[config.mk]
export PLATFORM = sky130hd
export DESIGN_NAME = record_stack_with_search
export DESIGN_NICKNAME = d
export VERILOG_FILES = /design/src/rtl/rss_pkg.sv /design/src/rtl/rss_ctrl.sv /design/src/rtl/rss_datapath.sv /design/src/rtl/record_stack_with_search.sv
export SDC_FILE = /design/constraint.sdc
export NUM_CORES = 2
export LEC_CHECK = 0
export BUFFER_PORTS_ARGS = -buffer_cell sky130_fd_sc_hd__buf_2
export CELL_PAD_IN_SITES_DETAIL_PLACEMENT = 1
export CELL_PAD_IN_SITES_GLOBAL_PLACEMENT = 2
export CORE_MARGIN = 2
export CORE_UTILIZATION = 54
export DETAILED_ROUTE_END_ITERATION = 8
export GPL_TIMING_DRIVEN = 0
export PLACE_DENSITY = 0.81
export SYNTH_ARGS = -nofsm -noshare
export SYNTH_HDL_FRONTEND = slang
export SYNTH_SLANG_ARGS = --single-unit
[constraint.sdc]
create_clock -name clk -period 28.1 [get_ports clk]
set_input_delay 4.215 -clock clk [delete_from_list [all_inputs] [get_ports clk]]
set_output_delay 4.215 -clock clk [all_outputs]
set_load 0.05 [all_outputs]
[src/rtl/rss_pkg.sv]
package rss_pkg;

  localparam int NAME_BYTES = 20;
  localparam int DEPTH      = 16;
  localparam int NAME_W     = 160;
  localparam int VAL_W      = 16;
  localparam int CAP_W      = 5;
  localparam int CNT_W      = 5;
  localparam int SIZE_W     = 5;
  localparam int STATUS_W   = 2;
  localparam int OP_W       = 3;
  localparam int IN_DATA_W  = 192;
  localparam int OUT_DATA_W = 208;
  localparam int CFG_ADDR_W = 3;
  localparam int CFG_DATA_W = 32;

  localparam logic [CAP_W-1:0] CAP_RESET = 5'd10;
  // register index bit of the config address (byte address / 4)
  localparam logic REG_IDX_CAPACITY = 1'b0;

  typedef enum logic [STATUS_W-1:0] {
    ST_OK      = 2'd0,
    ST_FULL    = 2'd1,
    ST_EMPTY   = 2'd2,
    ST_NOMATCH = 2'd3
  } status_t;

  typedef enum logic [OP_W-1:0] {
    OP_PUSH   = 3'd0,
    OP_POP    = 3'd1,
    OP_PEEK   = 3'd2,
    OP_SEARCH = 3'd3,
    OP_DUMP   = 3'd4
  } opcode_t;

  typedef enum logic [2:0] {
    S_IDLE,
    S_DECODE,
    S_READ,
    S_CMP,
    S_FINISH
  } state_t;

  // source of the fields loaded into the output register
  typedef enum logic [1:0] {
    SRC_IN,
    SRC_RD,
    SRC_PEND,
    SRC_ERR
  } src_t;

  typedef struct packed {
    logic    load;
    logic    push_wr;
    logic    pop;
    logic    idx_top;
    logic    idx_zero;
    logic    idx_inc;
    logic    rd_en;
    logic    pend_load;
    logic    emit;
    src_t    src;
    status_t code;
    logic    last;
  } dp_cmd_t;

  typedef struct packed {
    opcode_t op;
    logic    full;
    logic    empty;
    logic    match;
    logic    at_end;
    logic    pend_valid;
    logic    out_free;
  } dp_stat_t;

  // c-string cleanup: every byte from the first zero byte on is cleared
  function automatic logic [NAME_W-1:0] clean_name(input logic [NAME_W-1:0] w);
    logic              alive;
    logic [NAME_W-1:0] r;
    alive = 1'b1;
    r     = '0;
    for (int k = 0; k < NAME_W / 8; k++) begin
      alive = alive && (k < NAME_BYTES) && (w[8*k +: 8] != 8'h00);
      if (alive) begin
        r[8*k +: 8] = w[8*k +: 8];
      end
    end
    return r;
  endfunction

endpackage

[src/rtl/rss_ctrl.sv]
module rss_ctrl (
  input  logic              clk,
  input  logic              rst_n,
  input  logic              in_valid,
  output logic              in_ready,
  input  rss_pkg::dp_stat_t stat,
  output rss_pkg::dp_cmd_t  cmd
);

  rss_pkg::state_t state_r;
  rss_pkg::state_t state_nxt;

  always_ff @(posedge clk) begin
    if (!rst_n) begin
      state_r <= rss_pkg::S_IDLE;
    end else begin
      state_r <= state_nxt;
    end
  end

  always_comb begin
    state_nxt = state_r;
    in_ready  = 1'b0;
    cmd       = '0;
    cmd.src   = rss_pkg::SRC_ERR;
    cmd.code  = rss_pkg::ST_OK;
    unique case (state_r)
      rss_pkg::S_IDLE: begin
        in_ready = 1'b1;
        if (in_valid) begin
          cmd.load  = 1'b1;
          state_nxt = rss_pkg::S_DECODE;
        end
      end
      rss_pkg::S_DECODE: begin
        unique case (stat.op) inside
          rss_pkg::OP_PUSH: begin
            if (stat.out_free) begin
              cmd.emit = 1'b1;
              cmd.last = 1'b1;
              if (stat.full) begin
                cmd.code = rss_pkg::ST_FULL;
              end else begin
                cmd.src     = rss_pkg::SRC_IN;
                cmd.push_wr = 1'b1;
              end
              state_nxt = rss_pkg::S_IDLE;
            end
          end
          rss_pkg::OP_POP, rss_pkg::OP_PEEK, rss_pkg::OP_DUMP: begin
            if (stat.empty) begin
              if (stat.out_free) begin
                cmd.emit  = 1'b1;
                cmd.last  = 1'b1;
                cmd.code  = rss_pkg::ST_EMPTY;
                state_nxt = rss_pkg::S_IDLE;
              end
            end else begin
              cmd.idx_top  = (stat.op != rss_pkg::OP_DUMP);
              cmd.idx_zero = (stat.op == rss_pkg::OP_DUMP);
              state_nxt    = rss_pkg::S_READ;
            end
          end
          rss_pkg::OP_SEARCH: begin
            cmd.idx_zero = 1'b1;
            state_nxt    = stat.empty ? rss_pkg::S_FINISH : rss_pkg::S_READ;
          end
          default: begin
            state_nxt = rss_pkg::S_IDLE;
          end
        endcase
      end
      rss_pkg::S_READ: begin
        cmd.rd_en = 1'b1;
        state_nxt = rss_pkg::S_CMP;
      end
      rss_pkg::S_CMP: begin
        unique case (stat.op) inside
          rss_pkg::OP_POP, rss_pkg::OP_PEEK: begin
            if (stat.out_free) begin
              cmd.emit  = 1'b1;
              cmd.src   = rss_pkg::SRC_RD;
              cmd.last  = 1'b1;
              cmd.pop   = (stat.op == rss_pkg::OP_POP);
              state_nxt = rss_pkg::S_IDLE;
            end
          end
          rss_pkg::OP_DUMP: begin
            if (stat.out_free) begin
              cmd.emit = 1'b1;
              cmd.src  = rss_pkg::SRC_RD;
              cmd.last = stat.at_end;
              if (stat.at_end) begin
                state_nxt = rss_pkg::S_IDLE;
              end else begin
                cmd.idx_inc = 1'b1;
                state_nxt   = rss_pkg::S_READ;
              end
            end
          end
          rss_pkg::OP_SEARCH: begin
            // a match is held back one step so the final one can carry last
            if (!(stat.match && stat.pend_valid && !stat.out_free)) begin
              if (stat.match) begin
                cmd.pend_load = 1'b1;
                if (stat.pend_valid) begin
                  cmd.emit = 1'b1;
                  cmd.src  = rss_pkg::SRC_PEND;
                end
              end
              if (stat.at_end) begin
                state_nxt = rss_pkg::S_FINISH;
              end else begin
                cmd.idx_inc = 1'b1;
                state_nxt   = rss_pkg::S_READ;
              end
            end
          end
          default: begin
            state_nxt = rss_pkg::S_IDLE;
          end
        endcase
      end
      rss_pkg::S_FINISH: begin
        if (stat.out_free) begin
          cmd.emit  = 1'b1;
          cmd.last  = 1'b1;
          cmd.src   = stat.pend_valid ? rss_pkg::SRC_PEND : rss_pkg::SRC_ERR;
          cmd.code  = rss_pkg::ST_NOMATCH;
          state_nxt = rss_pkg::S_IDLE;
        end
      end
      default: begin
        state_nxt = rss_pkg::S_IDLE;
      end
    endcase
  end

endmodule

[src/rtl/rss_datapath.sv]
module rss_datapath (
  input  logic                             clk,
  input  logic                             rst_n,
  input  logic [rss_pkg::IN_DATA_W-1:0]    in_tdata,
  input  logic [rss_pkg::OP_W-1:0]         in_tuser,
  input  logic [rss_pkg::CAP_W-1:0]        capacity,
  input  rss_pkg::dp_cmd_t                 cmd,
  output rss_pkg::dp_stat_t                stat,
  output logic                             out_tvalid,
  input  logic                             out_tready,
  output logic [rss_pkg::OUT_DATA_W-1:0]   out_tdata,
  output logic [rss_pkg::STATUS_W-1:0]     out_tuser,
  output logic                             out_tlast
);

  localparam int DEPTH = rss_pkg::DEPTH;
  localparam int AW = (DEPTH > 1) ? $clog2(DEPTH) : 1;
  localparam int PW = $clog2(DEPTH + 1);
  localparam int LW = (PW > rss_pkg::CAP_W) ? PW : rss_pkg::CAP_W;
  localparam int NW = rss_pkg::NAME_W;
  localparam int VW = rss_pkg::VAL_W;

  // record storage
  logic [NW-1:0] name_mem_r   [DEPTH];
  logic [VW-1:0] height_mem_r [DEPTH];
  logic [VW-1:0] vision_mem_r [DEPTH];

  rss_pkg::opcode_t op_r;
  logic [NW-1:0]    key_r;
  logic [VW-1:0]    height_r;
  logic [VW-1:0]    vision_r;

  logic [PW-1:0]    top_r;
  logic [PW-1:0]    top_nxt;
  logic [AW-1:0]    idx_r;
  logic [PW-1:0]    count_r;

  logic [NW-1:0]    rd_name_r;
  logic [VW-1:0]    rd_height_r;
  logic [VW-1:0]    rd_vision_r;

  logic             pend_valid_r;
  logic [NW-1:0]    pend_name_r;
  logic [VW-1:0]    pend_height_r;
  logic [VW-1:0]    pend_vision_r;
  logic [PW-1:0]    pend_count_r;

  logic                          out_valid_r;
  logic [NW-1:0]                 out_name_r;
  logic [VW-1:0]                 out_height_r;
  logic [VW-1:0]                 out_vision_r;
  logic [rss_pkg::CNT_W-1:0]     out_count_r;
  logic [rss_pkg::SIZE_W-1:0]    out_size_r;
  rss_pkg::status_t              out_status_r;
  logic                          out_last_r;

  logic [NW-1:0]                 out_name_nxt;
  logic [VW-1:0]                 out_height_nxt;
  logic [VW-1:0]                 out_vision_nxt;
  logic [rss_pkg::CNT_W-1:0]     out_count_nxt;
  rss_pkg::status_t              out_status_nxt;

  assign top_nxt = top_r + PW'(cmd.push_wr) - PW'(cmd.pop);

  assign stat.op         = op_r;
  assign stat.full       = (top_r >= PW'(DEPTH)) || (LW'(top_r) >= LW'(capacity));
  assign stat.empty      = (top_r == '0);
  assign stat.match      = (rd_name_r == key_r);
  assign stat.at_end     = ((PW'(idx_r) + PW'(1)) == top_r);
  assign stat.pend_valid = pend_valid_r;
  assign stat.out_free   = !out_valid_r || out_tready;

  always_ff @(posedge clk) begin
    if (!rst_n) begin
      top_r        <= '0;
      pend_valid_r <= 1'b0;
      out_valid_r  <= 1'b0;
    end else begin
      top_r <= top_nxt;
      if (cmd.idx_zero) begin
        pend_valid_r <= 1'b0;
      end else if (cmd.pend_load) begin
        pend_valid_r <= 1'b1;
      end
      if (cmd.emit) begin
        out_valid_r <= 1'b1;
      end else if (out_tready) begin
        out_valid_r <= 1'b0;
      end
    end
  end

  // memory write at the top, registered read at the walk index
  always_ff @(posedge clk) begin
    if (cmd.push_wr) begin
      name_mem_r[top_r[AW-1:0]]   <= key_r;
      height_mem_r[top_r[AW-1:0]] <= height_r;
      vision_mem_r[top_r[AW-1:0]] <= vision_r;
    end
    if (cmd.rd_en) begin
      rd_name_r   <= name_mem_r[idx_r];
      rd_height_r <= height_mem_r[idx_r];
      rd_vision_r <= vision_mem_r[idx_r];
    end
  end

  always_ff @(posedge clk) begin
    if (cmd.load) begin
      op_r     <= rss_pkg::opcode_t'(in_tuser);
      key_r    <= rss_pkg::clean_name(in_tdata[NW-1:0]);
      height_r <= in_tdata[NW +: VW];
      vision_r <= in_tdata[NW+VW +: VW];
    end
    if (cmd.idx_top) begin
      idx_r <= AW'(top_r - PW'(1));
    end else if (cmd.idx_zero) begin
      idx_r <= '0;
    end else if (cmd.idx_inc) begin
      idx_r <= idx_r + AW'(1);
    end
    if (cmd.idx_zero) begin
      count_r <= '0;
    end else if (cmd.pend_load) begin
      count_r <= count_r + PW'(1);
    end
    if (cmd.pend_load) begin
      pend_name_r   <= rd_name_r;
      pend_height_r <= rd_height_r;
      pend_vision_r <= rd_vision_r;
      pend_count_r  <= count_r + PW'(1);
    end
    if (cmd.emit) begin
      out_name_r   <= out_name_nxt;
      out_height_r <= out_height_nxt;
      out_vision_r <= out_vision_nxt;
      out_count_r  <= out_count_nxt;
      out_size_r   <= rss_pkg::SIZE_W'(top_nxt);
      out_status_r <= out_status_nxt;
      out_last_r   <= cmd.last;
    end
  end

  always_comb begin
    out_name_nxt   = '0;
    out_height_nxt = '0;
    out_vision_nxt = '0;
    out_count_nxt  = '0;
    out_status_nxt = rss_pkg::ST_OK;
    case (cmd.src)
      rss_pkg::SRC_IN: begin
        out_name_nxt   = key_r;
        out_height_nxt = height_r;
        out_vision_nxt = vision_r;
      end
      rss_pkg::SRC_RD: begin
        out_name_nxt   = rd_name_r;
        out_height_nxt = rd_height_r;
        out_vision_nxt = rd_vision_r;
      end
      rss_pkg::SRC_PEND: begin
        out_name_nxt   = pend_name_r;
        out_height_nxt = pend_height_r;
        out_vision_nxt = pend_vision_r;
        out_count_nxt  = rss_pkg::CNT_W'(pend_count_r);
      end
      default: begin
        out_status_nxt = cmd.code;
      end
    endcase
  end

  assign out_tvalid = out_valid_r;
  assign out_tuser  = out_status_r;
  assign out_tlast  = out_last_r;
  assign out_tdata  = {6'b0, out_size_r, out_count_r, out_vision_r, out_height_r, out_name_r};

endmodule

[src/rtl/record_stack_with_search.sv]
// Bounded LIFO stack of named records with search by name.
// Input channel (in_*): one operation per transfer, opcode in in_tuser.
// Result channel (out_*): one or more transfers per operation, out_tlast
// marks the final result, out_tuser carries the status code.
// Config port (cfg_*): capacity at byte address 0, written and read back.
// Each operation is decoded first; a push, or a full or empty result, is
// emitted from the decode state. Pop, peek, dump and search read the
// record memory one entry per step of a read state and a compare state;
// dump and search walk every stored record from the bottom of the stack.
// A search holds each match back one step so the final one can carry last.
// Operations are handled one at a time; in_tready is high only while the
// controller is idle, so a new operation is taken only once the final
// result of the last one has been loaded into the output register.
// Reset empties the stack and sets capacity to 10; record memory is not
// cleared, only entries below the stack size are ever read.
// A result waits in the output register while out_tready is low, and the
// controller stalls until it has been taken.
module record_stack_with_search (
  input  logic                               clk,
  input  logic                               rst_n,
  // name_a[63:0], name_b[127:64], name_c[159:128], height[175:160],
  // vision[191:176]
  input  logic [rss_pkg::IN_DATA_W-1:0]      in_tdata,
  // opcode[2:0]
  input  logic [rss_pkg::OP_W-1:0]           in_tuser,
  input  logic                               in_tvalid,
  output logic                               in_tready,
  // out_name_a[63:0], out_name_b[127:64], out_name_c[159:128],
  // out_height[175:160], out_vision[191:176], match_count[196:192],
  // stack_size[201:197], zero fill[207:202]
  output logic [rss_pkg::OUT_DATA_W-1:0]     out_tdata,
  // status[1:0]
  output logic [rss_pkg::STATUS_W-1:0]       out_tuser,
  output logic                               out_tlast,
  output logic                               out_tvalid,
  input  logic                               out_tready,
  input  logic                               cfg_psel,
  input  logic                               cfg_penable,
  input  logic                               cfg_pwrite,
  input  logic [rss_pkg::CFG_ADDR_W-1:0]     cfg_paddr,
  input  logic [rss_pkg::CFG_DATA_W-1:0]     cfg_pwdata,
  output logic [rss_pkg::CFG_DATA_W-1:0]     cfg_prdata,
  output logic                               cfg_pready
);

  logic [rss_pkg::CAP_W-1:0] capacity_r;
  logic                      cfg_wr;
  rss_pkg::dp_cmd_t          cmd;
  rss_pkg::dp_stat_t         stat;

  assign cfg_pready = 1'b1;
  assign cfg_wr     = cfg_psel && cfg_penable && cfg_pwrite && cfg_pready &&
                      (cfg_paddr[2] == rss_pkg::REG_IDX_CAPACITY);
  assign cfg_prdata = (cfg_paddr[2] == rss_pkg::REG_IDX_CAPACITY) ?
                      rss_pkg::CFG_DATA_W'(capacity_r) : '0;

  always_ff @(posedge clk) begin
    if (!rst_n) begin
      capacity_r <= rss_pkg::CAP_RESET;
    end else if (cfg_wr) begin
      capacity_r <= cfg_pwdata[rss_pkg::CAP_W-1:0];
    end
  end

  rss_ctrl u_ctrl (
    .clk      (clk),
    .rst_n    (rst_n),
    .in_valid (in_tvalid),
    .in_ready (in_tready),
    .stat     (stat),
    .cmd      (cmd)
  );

  rss_datapath u_datapath (
    .clk        (clk),
    .rst_n      (rst_n),
    .in_tdata   (in_tdata),
    .in_tuser   (in_tuser),
    .capacity   (capacity_r),
    .cmd        (cmd),
    .stat       (stat),
    .out_tvalid (out_tvalid),
    .out_tready (out_tready),
    .out_tdata  (out_tdata),
    .out_tuser  (out_tuser),
    .out_tlast  (out_tlast)
  );

endmodule

==> run_results.csv <==
group,metric,value,unit
worst_setup_path,cp.required,23890,ps
final_layout,post_route_cells_drive_above_1_share,27.92,%
sta,rsz0062_at_grt,"false",
sta,fin_setup_tns,0,ps
grt,antenna_found_initial,38,
routing,firstDrtPassIters,5,
placement,post-dp-hpwl,301700,µm
pwr,total_leakage_power,53.92,nW
sta,worst_slack,19130,ps
floorplan,coreArea,271200,µm²
floorplan,initial_core_util,54.37,%
routing,via_count,76751,
grt,grtUsageMet1,44.37,%
sta,max_clock_freq,0.1115,GHz
sta,slew_headroom,-6.375,%
sta,worst_pin_slew,1584,ps
final_layout,syn_to_final_growth,15.31,%
routing,drc_errors,0,
routing,drt_iter0_markers,12010,
worst_setup_path,worstSetupPathType,"in2out",
synthesis,synth_cell_types,61,
hold_path,min_path_type,"reg2reg",
floorplan,die_x,526.6,µm
sta,period_needed,8967,ps
routing,viasPerCell,6.757,
grt,overflow,0,
synthesis,ys_seq_area_share,78.97,%
clock_network,cts_setup_buffers,0,
clock_network,root_buffer,"clkbuf_16",
job,cap_violations,8,
sta,period_share,31.91,%
worst_setup_path,arrival,4750,ps
floorplan,rows,191,
placement,place_ws,18440,ps
pwr,power_density,72.13,nW/µm²
synthesis,synthArstFlopShare,0,%
pwr,ir_drop,0.00006892,V
routing,wirelength,465500,µm
final_layout,fin_nets,7711,
grt,grt_usage,33.76,%
grt,grtUsageMet3,7.879,%
clock_network,numCtsBuffers,387,
outcome,status,"finished with violations",
synthesis,ys_warn_count,0,
floorplan,die_h,526.6,µm
clock_network,htree_num_levels,5,
clock_network,clk_latency,980,ps
outcome,failed_checks,"capacitance limit, slew limit",
floorplan,die_area,277300,µm²
grt,first_global_vias,78655,
clock_network,cts_hold_buf,0,
synthesis,ys.flop_type,"edfxtp_1",
synthesis,synthCells,6476,
sta,setup_viol,0,
floorplan,io_pins,483,
sta,finClkSkew,71.85,ps
worst_setup_path,path_max_fanout,6,
grt,top_usage_layer,"met2",
clock_network,cts_tree,"built",
synthesis,ys_ff_latch,3885,
worst_setup_path,critPathCaptureType,"output pin",
routing,wire_per_inst,40.98,µm
placement,routabilityCongestion,0.8230,
routing,ant_nets,0,
clock_network,clkSinkCount,3885,
synthesis,netlist_area,147500,µm²
sta,hold_viol,0,
grt,grt_pass1_wl,640600,µm
grt,grt_max_degree,49,
synthesis,syn_avg_cell_area,22.77,µm²
synthesis,synth_edf_count,3865,
grt,grt.met2_usage,53.13,%
clock_network,cts_buffer_depth,4,
sta,final-max-slew-violation-count,50,
clock_network,cts.clk_slew.worst_paths,70,ps
pwr,power.total,12.27,mW
placement,port-buffer-count,419,
clock_network,cts_resized,0,
worst_setup_path,crit_path_start_kind,"primary input",
==> registers in the layout, summed over array words and instances (netlist names), 3 cells and up <==
signal	cells
u_datapath.op_r	3
u_datapath.top_r	5
u_datapath.out_count_r	5
u_datapath.key_r	160
u_datapath.rd_name_r	160
u_datapath.out_name_r	160
u_datapath.rd_vision_r	16
u_datapath.idx_r	4
u_datapath.pend_name_r	160
u_datapath.pend_vision_r	16
capacity_r	5
u_datapath.height_mem_r	256
u_datapath.out_vision_r	16
u_datapath.height_r	16
u_datapath.vision_mem_r	256
u_datapath.pend_height_r	16
u_datapath.name_mem_r	2560
u_datapath.pend_count_r	5
u_datapath.out_height_r	16
u_datapath.count_r	5
u_ctrl.state_r	3
u_datapath.out_size_r	5
u_datapath.rd_height_r	16
u_datapath.vision_r	16
==> synthesized netlist by cell type, types with 4 or more instances <==
library cell / instances / area share (%)
buf_4: 34 / 0.17
nand3_1: 10 / 0.034
and3_1: 64 / 0.27
or3_1: 4 / 0.017
xnor2_1: 159 / 0.94
nor2_1: 35 / 0.089
nand2_1: 224 / 0.57
o211ai_1: 4 / 0.020
nor2b_1: 8 / 0.034
buf_2: 17 / 0.058
a22oi_1: 193 / 0.98
dfxtp_1: 20 / 0.27
xor2_1: 8 / 0.048
mux4_2: 960 / 15
a21oi_1: 11 / 0.037
o21ai_1: 130 / 0.44
inv_1: 25 / 0.064
nand4_1: 45 / 0.19
buf_1: 54 / 0.14
nor4_1: 43 / 0.18
ha_1: 22 / 0.19
o21ai_0: 74 / 0.25
clkbuf_1: 260 / 0.66
nor3b_1: 11 / 0.056
nor4_2: 5 / 0.042
nor3_1: 7 / 0.024
a211oi_1: 4 / 0.020
nand2b_1: 6 / 0.025
o31ai_1: 5 / 0.025
edfxtp_1: 3865 / 79
and2_1: 117 / 0.50
or4_1: 7 / 0.036
a31oi_1: 4 / 0.017
o22ai_1: 5 / 0.021
==> placed cells by master (no fill, tap or decap), drive strengths merged, types with 12 or more instances in the layout <==
cell type and instances:
nor4 48, mux4 960, xnor2 159, bufinv 38, buf 659, a22oi 193, clkinvlp 12, o21ai 204
clkbuf 727, nor2 35, nand2 224, and3 64, conb 34, dfxtp 20, and2 118, edfxtp 3865
inv 38, clkinv 188, ha 22, nand4 45
==> where the power goes <==
part | internal [mW] | total [mW] | switching (mW)
clock network | 2.92 | 5.19 | 2.27
logic | 0.141 | 0.476 | 0.335
registers | 6.47 | 6.60 | 0.128
total | 9.54 | 12.3 | 2.73
==> routing by layer <==
metal / wire [µm] / share of wire, %
met4: 28610 / 6.1
met5: 77 / 0.017
met3: 52360 / 11
met2: 221300 / 48
met1: 163200 / 35
==> through the flow <==
| step | utilization [%] | cell area [µm²] | hold WS, ps | instances |
|---|---|---|---|---|
| after floorplan | - | 147600 | 426.8 | 6508 |
| after global placement | 56.84 | 154200 | 429.7 | 10497 |
| after detailed placement | 58.03 | 157400 | 436.0 | 10632 |
| after CTS | 62.68 | 170000 | 423.5 | 11349 |
| after global routing | 62.69 | 170000 | 444.0 | 11350 |
| final | 62.70 | 170100 | 431.5 | 11359 |
==> critical path: stages <==
cell and delay [ps]:
buf_2 130, nor2_1 120, buf_2 280
==> layout make-up <==
type / count / area, µm²
multi-input cells: 2232 / 29700
fillers: 21836 / 101200
plain buffers: 366 / 1554
clock inverters: 251 / 2504
well taps: 3570 / 4467
repair buffers: 554 / 5180
clock buffers: 466 / 10090
diodes: 10 / 25.02
inverters: 25 / 93.84
flip-flops and latches: 3885 / 116500
==> final timing paths <==
path / cells past startpoint / startpoint / slack (ps) / endpoint
worst min-delay path: 0 / u_datapath.rd_height_r[7] / 430 / u_datapath.pend_height_r[7]
worst max-delay path: 3 / cfg_paddr[2] / 19130 / cfg_prdata[2]
worst min register to register: 0 / u_datapath.rd_height_r[7] / 430 / u_datapath.pend_height_r[7]
worst max register to register: 9 / u_datapath.key_r[103] / 20030 / u_datapath.out_vision_r[13]
==> logic make-up (layout without fill, tap and decap cells) <==
kind of cell / Yosys count / in the layout / synth area share [%]
AND/OR/NAND/NOR: 594 / 594 / 2.115
AO/OA/AOI/OAI: 449 / 449 / 1.924
multiplexers: 963 / 963 / 14.68
other: 2 / 44 / 0.005092
buffers and inverters: 391 / 1662 / 1.101
flip-flops: 3885 / 3885 / 78.97
adder cells (fa/ha/maj): 24 / 24 / 0.2070
XOR/XNOR: 168 / 168 / 1.003
Power figures use the tool's default switching activity.
